`config.mk`:
```
export PLATFORM = sky130hd
export DESIGN_NAME = torque_saturation_slew_limiter_core
export DESIGN_NICKNAME = d
export VERILOG_FILES = /design/src/rtl/tssl_pkg.sv /design/src/rtl/tssl_ram.sv /design/src/rtl/tssl_outq.sv /design/src/rtl/torque_saturation_slew_limiter_core.sv
export SDC_FILE = /design/constraint.sdc
export NUM_CORES = 2
export LEC_CHECK = 0
export BUFFER_PORTS_ARGS = -buffer_cell sky130_fd_sc_hd__buf_2
export CORE_MARGIN = 4
export CORE_UTILIZATION = 25
export DETAILED_ROUTE_END_ITERATION = 6
export GPL_ROUTABILITY_DRIVEN = 0
export PLACE_DENSITY_LB_ADDON = 0.08
export SETUP_SLACK_MARGIN = 0.02
export SYNTH_ARGS = -nofsm -noshare
export SYNTH_HDL_FRONTEND = slang
export SYNTH_SLANG_ARGS = --single-unit
```
`constraint.sdc`:
```
create_clock -name clk -period 12.1 [get_ports clk]
set_input_delay 0.605 -clock clk [delete_from_list [all_inputs] [get_ports clk]]
set_output_delay 0.605 -clock clk [all_outputs]
set_load 0.05 [all_outputs]
```
`src/rtl/tssl_pkg.sv`:
```
// Shared types and constants for the torque saturation and slew limiter.
// Used by the other modules in rtl/ except tssl_ram; depends on nothing else.
package tssl_pkg;

    // Field widths of the request and response words.
    localparam int CMD_W    = 2;
    localparam int JOINT_W  = 4;
    localparam int TORQUE_W = 32;
    localparam int LIMIT_W  = 31;
    localparam int DT_W     = 24;
    localparam int STATUS_W = 3;
    localparam int PROD_W   = LIMIT_W + DT_W;

    // Command codes.
    localparam logic [CMD_W-1:0] CMD_LOAD   = 2'd0;
    localparam logic [CMD_W-1:0] CMD_STAGE  = 2'd1;
    localparam logic [CMD_W-1:0] CMD_FILTER = 2'd2;

    // Status codes.
    localparam logic [STATUS_W-1:0] ST_OK       = 3'd0;
    localparam logic [STATUS_W-1:0] ST_NOT_INIT = 3'd1;
    localparam logic [STATUS_W-1:0] ST_DIM      = 3'd2;
    localparam logic [STATUS_W-1:0] ST_DT       = 3'd3;
    localparam logic [STATUS_W-1:0] ST_VIOL     = 3'd4;
    localparam logic [STATUS_W-1:0] ST_BADLIM   = 3'd5;

    // Result queue geometry.
    localparam int OQ_DEPTH = 4;
    localparam int OQ_PTR_W = 2;
    localparam int OQ_CNT_W = 3;

    typedef struct packed {
        logic [CMD_W-1:0]           cmd;
        logic [JOINT_W-1:0]         joint;
        logic signed [TORQUE_W-1:0] torque_value;
        logic [LIMIT_W-1:0]         rate_limit;
        logic [DT_W-1:0]            step_time;
        logic                       last_joint;
    } req_t;

    typedef struct packed {
        logic [STATUS_W-1:0]        status;
        logic [JOINT_W-1:0]         joint_out;
        logic signed [TORQUE_W-1:0] filtered_torque;
        logic                       last_out;
    } rsp_t;

endpackage

```
`src/rtl/tssl_ram.sv`:
```
// Generic single-write, single-read synchronous RAM with registered read data.
// Read returns the old contents when read and write hit the same address.
// Stands alone; depends on no package or other module.
module tssl_ram #(
    parameter int WIDTH = 32,
    parameter int DEPTH = 16
) (
    input  logic                             clk,
    input  logic                             we,
    input  logic [$clog2(DEPTH > 1 ? DEPTH : 2)-1:0] waddr,
    input  logic [WIDTH-1:0]                 wdata,
    input  logic [$clog2(DEPTH > 1 ? DEPTH : 2)-1:0] raddr,
    output logic [WIDTH-1:0]                 rdata
);
    logic [WIDTH-1:0] mem [DEPTH];

    // Write port and registered read port.
    always_ff @(posedge clk)
    begin
        if (we)
        begin
            mem[waddr] <= wdata;
        end
        rdata <= mem[raddr];
    end

endmodule

```
`src/rtl/tssl_outq.sv`:
```
// Small result queue that decouples the pipeline from a stalling receiver.
// Depends on tssl_pkg for the response word type and queue geometry.
module tssl_outq (
    input  logic                    clk,
    input  logic                    rst_n,
    input  logic                    push,
    input  tssl_pkg::rsp_t          push_word,
    output logic [tssl_pkg::OQ_CNT_W-1:0] count,
    output logic                    out_valid,
    input  logic                    out_stall,
    output tssl_pkg::rsp_t          out_word
);
    import tssl_pkg::*;

    rsp_t                entry_reg [OQ_DEPTH];
    logic [OQ_PTR_W-1:0] wr_ptr_reg;
    logic [OQ_PTR_W-1:0] rd_ptr_reg;
    logic [OQ_CNT_W-1:0] count_reg;
    logic                pop;

    assign out_valid = (count_reg != '0);
    assign out_word  = entry_reg[rd_ptr_reg];
    assign count     = count_reg;
    assign pop       = out_valid && !out_stall;

    // Storage for queued words.
    always_ff @(posedge clk)
    begin
        if (push)
        begin
            entry_reg[wr_ptr_reg] <= push_word;
        end
    end

    // Pointers and fill count.
    always_ff @(posedge clk or negedge rst_n)
    begin
        if (!rst_n)
        begin
            wr_ptr_reg <= '0;
            rd_ptr_reg <= '0;
            count_reg  <= '0;
        end
        else
        begin
            if (push)
            begin
                wr_ptr_reg <= wr_ptr_reg + OQ_PTR_W'(1);
            end
            if (pop)
            begin
                rd_ptr_reg <= rd_ptr_reg + OQ_PTR_W'(1);
            end
            if (push && !pop)
            begin
                count_reg <= count_reg + OQ_CNT_W'(1);
            end
            else if (pop && !push)
            begin
                count_reg <= count_reg - OQ_CNT_W'(1);
            end
        end
    end

endmodule

```
`src/rtl/torque_saturation_slew_limiter_core.sv`:
```
// Per-joint torque saturation and slew-rate limiter, top level.
// Depends on tssl_pkg, tssl_ram and tssl_outq.
//
// Usage: each request word addresses one joint. Load writes the joint's
// absolute and rate limits, stage places an initial torque for a vector
// reset that commits on the word marked last, and filter clamps a torque to
// the absolute limit, limits its step from the stored torque to
// (rate * dt) >> 24, stores and returns it. Every request word gives
// exactly one response word, in order.
// Both channels use valid/stall; a word moves when valid is high and stall
// is low. An accepted word passes through stage 1, stage 2 and the result queue.
// Throughput is one word per cycle. The only pauses are while a stage word
// marked last is in stage 1 or stage 2, while the vector commit flips the
// torque bank selectors, and while the four-entry result queue, counted
// together with words still in the two pipeline stages, is full.
// State lives in two RAMs: limits (one row per joint) and torques (two banks
// per joint, current and staged); a per-joint selector picks the bank.
// Reset clears the pipeline, the queue, the selectors and the staging
// bookkeeping and leaves the block uninitialized; RAM contents are kept.
// When the receiver stalls, results wait in the queue and request stall
// rises once the queue can no longer take the words in flight.
module torque_saturation_slew_limiter_core #(
    parameter int NUM_JOINTS = 8
) (
    input  logic           clk,
    input  logic           rst_n,
    input  logic           req_valid,
    output logic           req_stall,
    input  tssl_pkg::req_t req,
    output logic           rsp_valid,
    input  logic           rsp_stall,
    output tssl_pkg::rsp_t rsp
);
    import tssl_pkg::*;

    localparam int JW     = (NUM_JOINTS > 1) ? $clog2(NUM_JOINTS) : 1;
    localparam int TAW    = JW + 1;
    localparam int LMW    = 2 * LIMIT_W;
    localparam int SUM_W  = OQ_CNT_W + 1;
    localparam logic [JOINT_W-1:0] JOINT_MAX = JOINT_W'(NUM_JOINTS - 1);

    // Input stage.
    logic           acc;
    logic           in_range;
    logic [JW-1:0]  jidx;
    logic           slot;
    logic           commit_pend;
    logic [SUM_W-1:0] inflight_sum;
    logic [OQ_CNT_W-1:0] oq_count;

    // Pipeline registers.
    logic           s1_valid_reg;
    req_t           s1_req_reg;
    logic           s1_slot_reg;
    logic           s2_valid_reg;
    req_t           s2_req_reg;
    logic           s2_slot_reg;
    logic signed [TORQUE_W-1:0] s2_sat_reg;
    logic [LIMIT_W-1:0]         s2_delta_reg;
    logic signed [TORQUE_W-1:0] s2_prev_reg;
    logic                       s2_viol_reg;

    // Write-back registers used for forwarding.
    logic                twb_valid_reg;
    logic [TAW-1:0]      twb_addr_reg;
    logic [TORQUE_W-1:0] twb_data_reg;
    logic                lwb_valid_reg;
    logic [JW-1:0]       lwb_addr_reg;
    logic [LMW-1:0]      lwb_data_reg;

    // Control state.
    logic [NUM_JOINTS-1:0] sel_reg;
    logic [NUM_JOINTS-1:0] sel_next;
    logic [NUM_JOINTS-1:0] mask_reg;
    logic [NUM_JOINTS-1:0] mask_next;
    logic                  viol_reg;
    logic                  viol_next;
    logic                  dimbad_reg;
    logic                  dimbad_next;
    logic                  init_reg;
    logic                  init_next;

    // RAM ports.
    logic [TAW-1:0]      t_raddr;
    logic [TORQUE_W-1:0] t_rdata;
    logic                t_we;
    logic [TAW-1:0]      t_waddr;
    logic [TORQUE_W-1:0] t_wdata;
    logic [LMW-1:0]      l_rdata;
    logic                l_we;
    logic [LMW-1:0]      l_wdata;

    // Stage 1 signals.
    logic [JW-1:0]              s1_jidx;
    logic [TAW-1:0]             s1_taddr;
    logic [LMW-1:0]             s1_lim;
    logic [LIMIT_W-1:0]         s1_abs;
    logic [LIMIT_W-1:0]         s1_slew;
    logic signed [TORQUE_W-1:0] s1_prev;
    logic signed [TORQUE_W-1:0] s1_pos;
    logic signed [TORQUE_W-1:0] s1_neg;
    logic signed [TORQUE_W-1:0] s1_sat;
    logic [TORQUE_W:0]          s1_mag;
    logic                       s1_viol;
    logic [PROD_W-1:0]          s1_prod;

    // Stage 2 signals.
    logic [JW-1:0]              s2_jidx;
    logic                       s2_in_range;
    logic [TAW-1:0]             s2_taddr;
    logic signed [TORQUE_W-1:0] s2_prev;
    logic signed [TORQUE_W:0]   s2_hi;
    logic signed [TORQUE_W:0]   s2_lo;
    logic signed [TORQUE_W:0]   s2_sat_e;
    logic signed [TORQUE_W:0]   s2_res_e;
    logic [NUM_JOINTS-1:0]      s2_bit;
    logic                       s2_dup;
    logic [NUM_JOINTS-1:0]      mask_acc;
    logic                       viol_acc;
    logic                       dimbad_acc;
    rsp_t                       s2_rsp;

    // Acceptance and stall: hold off while a vector commit is in flight or
    // the queue could not take every word already in the pipeline.
    assign inflight_sum = {1'b0, oq_count} + SUM_W'(s1_valid_reg) + SUM_W'(s2_valid_reg);
    assign commit_pend  = (s1_valid_reg && s1_req_reg.cmd == CMD_STAGE && s1_req_reg.last_joint)
                       || (s2_valid_reg && s2_req_reg.cmd == CMD_STAGE && s2_req_reg.last_joint);
    assign req_stall    = commit_pend || (inflight_sum >= SUM_W'(OQ_DEPTH));
    assign acc          = req_valid && !req_stall;

    // Read addresses: stage words go to the bank that is not current.
    assign jidx     = req.joint[JW-1:0];
    assign in_range = (req.joint <= JOINT_MAX);
    assign slot     = (in_range ? sel_reg[jidx] : 1'b0) ^ (req.cmd == CMD_STAGE);
    assign t_raddr  = {slot, jidx};

    tssl_ram #(
        .WIDTH (TORQUE_W),
        .DEPTH (1 << TAW)
    ) u_torque_ram (
        .clk   (clk),
        .we    (t_we),
        .waddr (t_waddr),
        .wdata (t_wdata),
        .raddr (t_raddr),
        .rdata (t_rdata)
    );

    tssl_ram #(
        .WIDTH (LMW),
        .DEPTH (1 << JW)
    ) u_limit_ram (
        .clk   (clk),
        .we    (l_we),
        .waddr (s2_jidx),
        .wdata (l_wdata),
        .raddr (jidx),
        .rdata (l_rdata)
    );

    // Stage 1: forward recent writes, clamp, and form the allowed step.
    always_comb
    begin
        s1_jidx  = s1_req_reg.joint[JW-1:0];
        s1_taddr = {s1_slot_reg, s1_jidx};
        if (l_we && s2_jidx == s1_jidx)
        begin
            s1_lim = l_wdata;
        end
        else if (lwb_valid_reg && lwb_addr_reg == s1_jidx)
        begin
            s1_lim = lwb_data_reg;
        end
        else
        begin
            s1_lim = l_rdata;
        end
        s1_abs  = s1_lim[LIMIT_W-1:0];
        s1_slew = s1_lim[LMW-1:LIMIT_W];
        if (twb_valid_reg && twb_addr_reg == s1_taddr)
        begin
            s1_prev = twb_data_reg;
        end
        else
        begin
            s1_prev = t_rdata;
        end
        s1_pos = {1'b0, s1_abs};
        s1_neg = -s1_pos;
        if (s1_req_reg.torque_value > s1_pos)
        begin
            s1_sat = s1_pos;
        end
        else if (s1_req_reg.torque_value < s1_neg)
        begin
            s1_sat = s1_neg;
        end
        else
        begin
            s1_sat = s1_req_reg.torque_value;
        end
        if (s1_req_reg.torque_value[TORQUE_W-1])
        begin
            s1_mag = (TORQUE_W+1)'(0) - {1'b1, s1_req_reg.torque_value};
        end
        else
        begin
            s1_mag = {1'b0, s1_req_reg.torque_value};
        end
        s1_viol = (s1_mag > {2'b00, s1_abs});
        s1_prod = PROD_W'(s1_slew) * PROD_W'(s1_req_reg.step_time);
    end

    // Stage 2: step limit, status, state update and write-back.
    always_comb
    begin
        s2_jidx     = s2_req_reg.joint[JW-1:0];
        s2_in_range = (s2_req_reg.joint <= JOINT_MAX);
        s2_taddr    = {s2_slot_reg, s2_jidx};
        if (twb_valid_reg && twb_addr_reg == s2_taddr)
        begin
            s2_prev = twb_data_reg;
        end
        else
        begin
            s2_prev = s2_prev_reg;
        end
        s2_hi    = {s2_prev[TORQUE_W-1], s2_prev} + {2'b00, s2_delta_reg};
        s2_lo    = {s2_prev[TORQUE_W-1], s2_prev} - {2'b00, s2_delta_reg};
        s2_sat_e = {s2_sat_reg[TORQUE_W-1], s2_sat_reg};
        if (s2_sat_e > s2_hi)
        begin
            s2_res_e = s2_hi;
        end
        else if (s2_sat_e < s2_lo)
        begin
            s2_res_e = s2_lo;
        end
        else
        begin
            s2_res_e = s2_sat_e;
        end

        s2_bit     = s2_in_range ? (NUM_JOINTS'(1) << s2_jidx) : '0;
        s2_dup     = ((mask_reg & s2_bit) != '0);
        mask_acc   = mask_reg;
        viol_acc   = viol_reg;
        dimbad_acc = dimbad_reg;

        sel_next    = sel_reg;
        mask_next   = mask_reg;
        viol_next   = viol_reg;
        dimbad_next = dimbad_reg;
        init_next   = init_reg;
        t_we        = 1'b0;
        t_waddr     = s2_taddr;
        t_wdata     = s2_req_reg.torque_value;
        l_we        = 1'b0;
        l_wdata     = {s2_req_reg.rate_limit, s2_req_reg.torque_value[LIMIT_W-1:0]};

        s2_rsp.status          = ST_OK;
        s2_rsp.joint_out       = s2_req_reg.joint;
        s2_rsp.filtered_torque = '0;
        s2_rsp.last_out        = s2_req_reg.last_joint;

        if (s2_valid_reg)
        begin
            case (s2_req_reg.cmd)
                CMD_LOAD:
                begin
                    if (!s2_in_range)
                    begin
                        s2_rsp.status = ST_DIM;
                    end
                    else if (s2_req_reg.torque_value <= 0 || s2_req_reg.rate_limit == '0)
                    begin
                        s2_rsp.status = ST_BADLIM;
                    end
                    else
                    begin
                        l_we = 1'b1;
                    end
                end
                CMD_STAGE:
                begin
                    if (!s2_in_range || s2_dup)
                    begin
                        dimbad_acc    = 1'b1;
                        s2_rsp.status = ST_DIM;
                    end
                    else
                    begin
                        t_we     = 1'b1;
                        mask_acc = mask_reg | s2_bit;
                        if (s2_viol_reg)
                        begin
                            viol_acc      = 1'b1;
                            s2_rsp.status = ST_VIOL;
                        end
                    end
                    if (s2_req_reg.last_joint)
                    begin
                        // Close the vector; a clean one flips every bank.
                        if (dimbad_acc || !(&mask_acc))
                        begin
                            s2_rsp.status = ST_DIM;
                        end
                        else if (viol_acc)
                        begin
                            s2_rsp.status = ST_VIOL;
                        end
                        else
                        begin
                            s2_rsp.status = ST_OK;
                            sel_next      = ~sel_reg;
                            init_next     = 1'b1;
                        end
                        mask_next   = '0;
                        viol_next   = 1'b0;
                        dimbad_next = 1'b0;
                    end
                    else
                    begin
                        mask_next   = mask_acc;
                        viol_next   = viol_acc;
                        dimbad_next = dimbad_acc;
                    end
                end
                CMD_FILTER:
                begin
                    if (!init_reg)
                    begin
                        s2_rsp.status = ST_NOT_INIT;
                    end
                    else if (!s2_in_range)
                    begin
                        s2_rsp.status = ST_DIM;
                    end
                    else if (s2_req_reg.step_time == '0)
                    begin
                        s2_rsp.status = ST_DT;
                    end
                    else
                    begin
                        t_we                   = 1'b1;
                        t_wdata                = s2_res_e[TORQUE_W-1:0];
                        s2_rsp.filtered_torque = s2_res_e[TORQUE_W-1:0];
                    end
                end
                default:
                begin
                    s2_rsp.status = ST_OK;
                end
            endcase
        end
    end

    // Pipeline payload registers.
    always_ff @(posedge clk)
    begin
        s1_req_reg   <= req;
        s1_slot_reg  <= slot;
        s2_req_reg   <= s1_req_reg;
        s2_slot_reg  <= s1_slot_reg;
        s2_sat_reg   <= s1_sat;
        s2_delta_reg <= s1_prod[PROD_W-1:DT_W];
        s2_prev_reg  <= s1_prev;
        s2_viol_reg  <= s1_viol;
        twb_addr_reg <= t_waddr;
        twb_data_reg <= t_wdata;
        lwb_addr_reg <= s2_jidx;
        lwb_data_reg <= l_wdata;
    end

    // Control registers.
    always_ff @(posedge clk or negedge rst_n)
    begin
        if (!rst_n)
        begin
            s1_valid_reg  <= 1'b0;
            s2_valid_reg  <= 1'b0;
            twb_valid_reg <= 1'b0;
            lwb_valid_reg <= 1'b0;
            sel_reg       <= '0;
            mask_reg      <= '0;
            viol_reg      <= 1'b0;
            dimbad_reg    <= 1'b0;
            init_reg      <= 1'b0;
        end
        else
        begin
            s1_valid_reg  <= acc;
            s2_valid_reg  <= s1_valid_reg;
            twb_valid_reg <= t_we;
            lwb_valid_reg <= l_we;
            sel_reg       <= sel_next;
            mask_reg      <= mask_next;
            viol_reg      <= viol_next;
            dimbad_reg    <= dimbad_next;
            init_reg      <= init_next;
        end
    end

    tssl_outq u_outq (
        .clk       (clk),
        .rst_n     (rst_n),
        .push      (s2_valid_reg),
        .push_word (s2_rsp),
        .count     (oq_count),
        .out_valid (rsp_valid),
        .out_stall (rsp_stall),
        .out_word  (rsp)
    );

    // The queue plus the pipeline never hold more words than the queue fits.
    assert property (@(posedge clk) disable iff (!rst_n)
        inflight_sum <= SUM_W'(OQ_DEPTH))
        else $error("result queue overcommitted");

    // A closing stage word is never followed directly by another word.
    assert property (@(posedge clk) disable iff (!rst_n)
        (s1_valid_reg && s1_req_reg.cmd == CMD_STAGE && s1_req_reg.last_joint)
        |=> !s1_valid_reg)
        else $error("word accepted behind a pending vector commit");

    // Initialization only comes from a closing stage word.
    assert property (@(posedge clk) disable iff (!rst_n)
        $rose(init_reg) |-> $past(s2_valid_reg && s2_req_reg.cmd == CMD_STAGE
                                  && s2_req_reg.last_joint))
        else $error("initialized set without a vector commit");

    // Bank selectors change only all together on a commit.
    assert property (@(posedge clk) disable iff (!rst_n)
        !$stable(sel_reg) |-> (sel_reg == ~$past(sel_reg)))
        else $error("torque bank selectors changed partially");

endmodule

```
==> results by group <==
Place
  – Placed cell area: 0.0977 mm^2
  – Final HPWL DP: 202 mm
  – Pre-CTS setup slack: 1.34 ns
  – Buffers on Ports: 139

CTS
  – Maximum level of the CTS H-tree: 4
  – CTS clock-pin slew for the worst setup and hold paths: 0.06 ns
  – Clock latency on the worst-skew pair: 0.91 ns
  – Clk sinks: 1676
  – Deepest clock path buffer count: 4
  – Clock Tree Root: clkbuf_16
  – CTS tree: yes
  – Total CTS buffers: 201

Min path
  – Worst Hold Path Cells: 1
  – Hold Path End: s1_jidx[2]$_DFF_P_
  – Hold crit path type: primary input to flop
  – Hold wc startpoint: req[90]

Timing
  – Final hold violations: 0
  – Final worst slack: 1.26 ns
  – Max_slew headroom: 6.50%
  – Minimum clock period: 10.84 ns
  – TNS Setup: 0 ns
  – Clock skew: 0.110 ns
  – Period utilization: 89.6%
  – Achievable Freq: 92.3 MHz
  – Slew Limit Fails: 0
  – Endpoints failing setup: 0
  – Actual slew at the worst max-slew pin: 1.39 ns
  – RSZ-0062 raised after global routing: no

Layout
  – Post-Layout Inst Area: 0.105 mm^2
  – Core Util, Final: 29.2%
  – Final net count: 8107
  – Fillers: 36543
  – Layout area overhead: 15.9%
  – Layout cells sized above 1: 16.4%
  – Max reg flops: 512

Setup path
  – Worst-path cell with the longest stage delay: o21ai_2
  – Crit path max-delay family: adder cells
  – WP data arrival: 11.54 ns
  – Worst R2R Setup Slack: 1.26 ns
  – Critical path buffers and inverters: 7
  – Critical path class: flop to flop
  – R2R cell count: 32
  – Worst setup SP type: flop
  – Cell mode on critical path: fa_1
  – Critical path data required time: 12.80 ns
  – Worst setup EP type: flop
  – Critical Path Max Stage Delay: 1.01 ns
  – Worst R2R End: s2_delta_reg[29]$_DFF_P_
  – CP max FO: 45
  – Reg-to-reg critical path startpoint: l_wdata[42]$_DFF_P_

Yosys
  – Post-synthesis cell type count: 91
  – Post-Synthesis Cells: 6692
  – Syn_area_per_cell: 13.5 um^2
  – Flops & latches, synth: 1676
  – Mapped Area: 0.0907 mm^2
  – YS warnings: 0
  – Async S/R FF share, synth: 1.79%
  – Post-synth EDFFs: 1168
  – Ys flop type: edfxtp_1
  – Syn_nets: 7836
  – Sequential cell area fraction in the yosys report: 50.1%

Detailed routing
  – Vias/cell: 4.48
  – Drt drc: 0
  – Via count: 53347
  – Routed Antenna Nets: 0
  – DR iter-0 viols: 3373
  – Detailed-route wire length: 298 mm
  – Wire per inst: 25.0 um
  – Drt first pass iters: 5

Job
  – Maxcap violations: 0

Global route
  – Grt total ovfl: 0
  – GRT Total Usage: 15.9%
  – Vias in the first global route: 58290
  – Largest net degree at the start of global routing: 71
  – First-pass GRT wire length: 430 mm
  – Antenna violations before repair: 24

Floorplan
  – Die Width: 610 um
  – Initial core utilization: 25.2%
  – # IOs: 140
  – Total core area: 0.360 mm^2
  – Die area: 0.372 mm^2
  – Placement row count: 220
  – Height of the die: 610 um

Status
  – Status: finished clean
## repair_timing
action / in CTS / in global routing
hold buffers: 94 / 0
buffers inserted: 0 / 0
hold endpoints to repair: 123 / 0
gates resized for setup: 0 / 0
## worst register-to-register path: cells and delay by family, from the launching register on
family          cells  cell delay, ns
buf+inv             7            0.67
fa+ha+maj           8            3.86
simple gates        9            2.69
mux                 1            0.27
xor+xnor            1            0.13
compound gates      6            2.61
flops               1            0.43
## layer usage
metal | share of wire [%] | track usage, % | wire, um | up-vias
met2 | 49 | 27.1 | 145000 | 930
li1 | - | - | - | 23894
met4 | 2.1 | 3.44 | 6360 | 6
met1 | 45 | 21.3 | 134000 | 28198
met3 | 4.1 | 2.41 | 12200 | 319
met5 | 0.014 | 0 | 41 | -
## Yosys cell counts (148+ instances only)
library cell	count	area, um^2
inv_1	802	3010
dfxtp_1	478	9570
mux2_2	148	1670
edfxtp_1	1168	35100
mux4_2	326	7340
ha_1	408	5100
a21oi_1	190	951
and2_1	415	2600
fa_1	638	12800
nor2_1	188	706
nand2_1	505	1900
clkbuf_1	257	965
## area by class of cell
cell class / instances / area, um^2 / share of cell area [%]
sequential: 1676 / 45400 / 43.2
multi-input combinational: 3900 / 41400 / 39.4
tap: 4773 / 5970 / 5.68
clock buffer: 272 / 5510 / 5.24
inverter: 802 / 3010 / 2.87
timing repair buffer: 382 / 2810 / 2.67
clock inverter: 104 / 928 / 0.884
antenna: 9 / 22.5 / 0.0214
## placed cells by master (no fill, tap or decap), types with 136 or more instances in the layout
cell and n:
ha_1 408, mux2_2 148, nor2_1 170, dfxtp_1 473
clkbuf_16 203, mux4_2 326, edfxtp_1 1168, inv_1 802
buf_2 136, nand2_1 505, fa_1 638, and2_1 411
a21oi_1 190, buf_4 147
## stage by stage
stage	std cells	hold WS (ns)
after floorplan	6692	0.309
after global placement	11439	0.316
after detailed placement	11439	0.315
after CTS	11909	0.0704
after global routing	11910	0.0881
final	11918	0.137
## worst max path at each step
| stage | cells past startpoint | start | to |
|---|---|---|---|
| 2_1_floorplan | 36 | s2_jidx[0]$_DFF_P_ | s2_delta_reg[29]$_DFF_P_ |
| 3_3_place_gp | 32 | l_wdata[42]$_DFF_P_ | s2_delta_reg[29]$_DFF_P_ |
| 3_5_place_dp | 32 | l_wdata[42]$_DFF_P_ | s2_delta_reg[29]$_DFF_P_ |
| 4_1_cts | 32 | l_wdata[42]$_DFF_P_ | s2_delta_reg[29]$_DFF_P_ |
| 5_1_grt | 32 | l_wdata[42]$_DFF_P_ | s2_delta_reg[30]$_DFF_P_ |
| 6_report | 32 | l_wdata[42]$_DFF_P_ | s2_delta_reg[29]$_DFF_P_ |
## cell families after synthesis
family	Yosys count	share of synthesized area, %
fa+ha+maj	1046	19.7
xor+xnor	168	1.62
buf+inv	1116	4.67
mux	588	11.2
simple gates	1429	7.96
flops	1676	50.1
compound gates	669	4.77
Power is not shown: default switching activity piles up to over one toggle a cycle in this logic, so the estimate is an artifact.
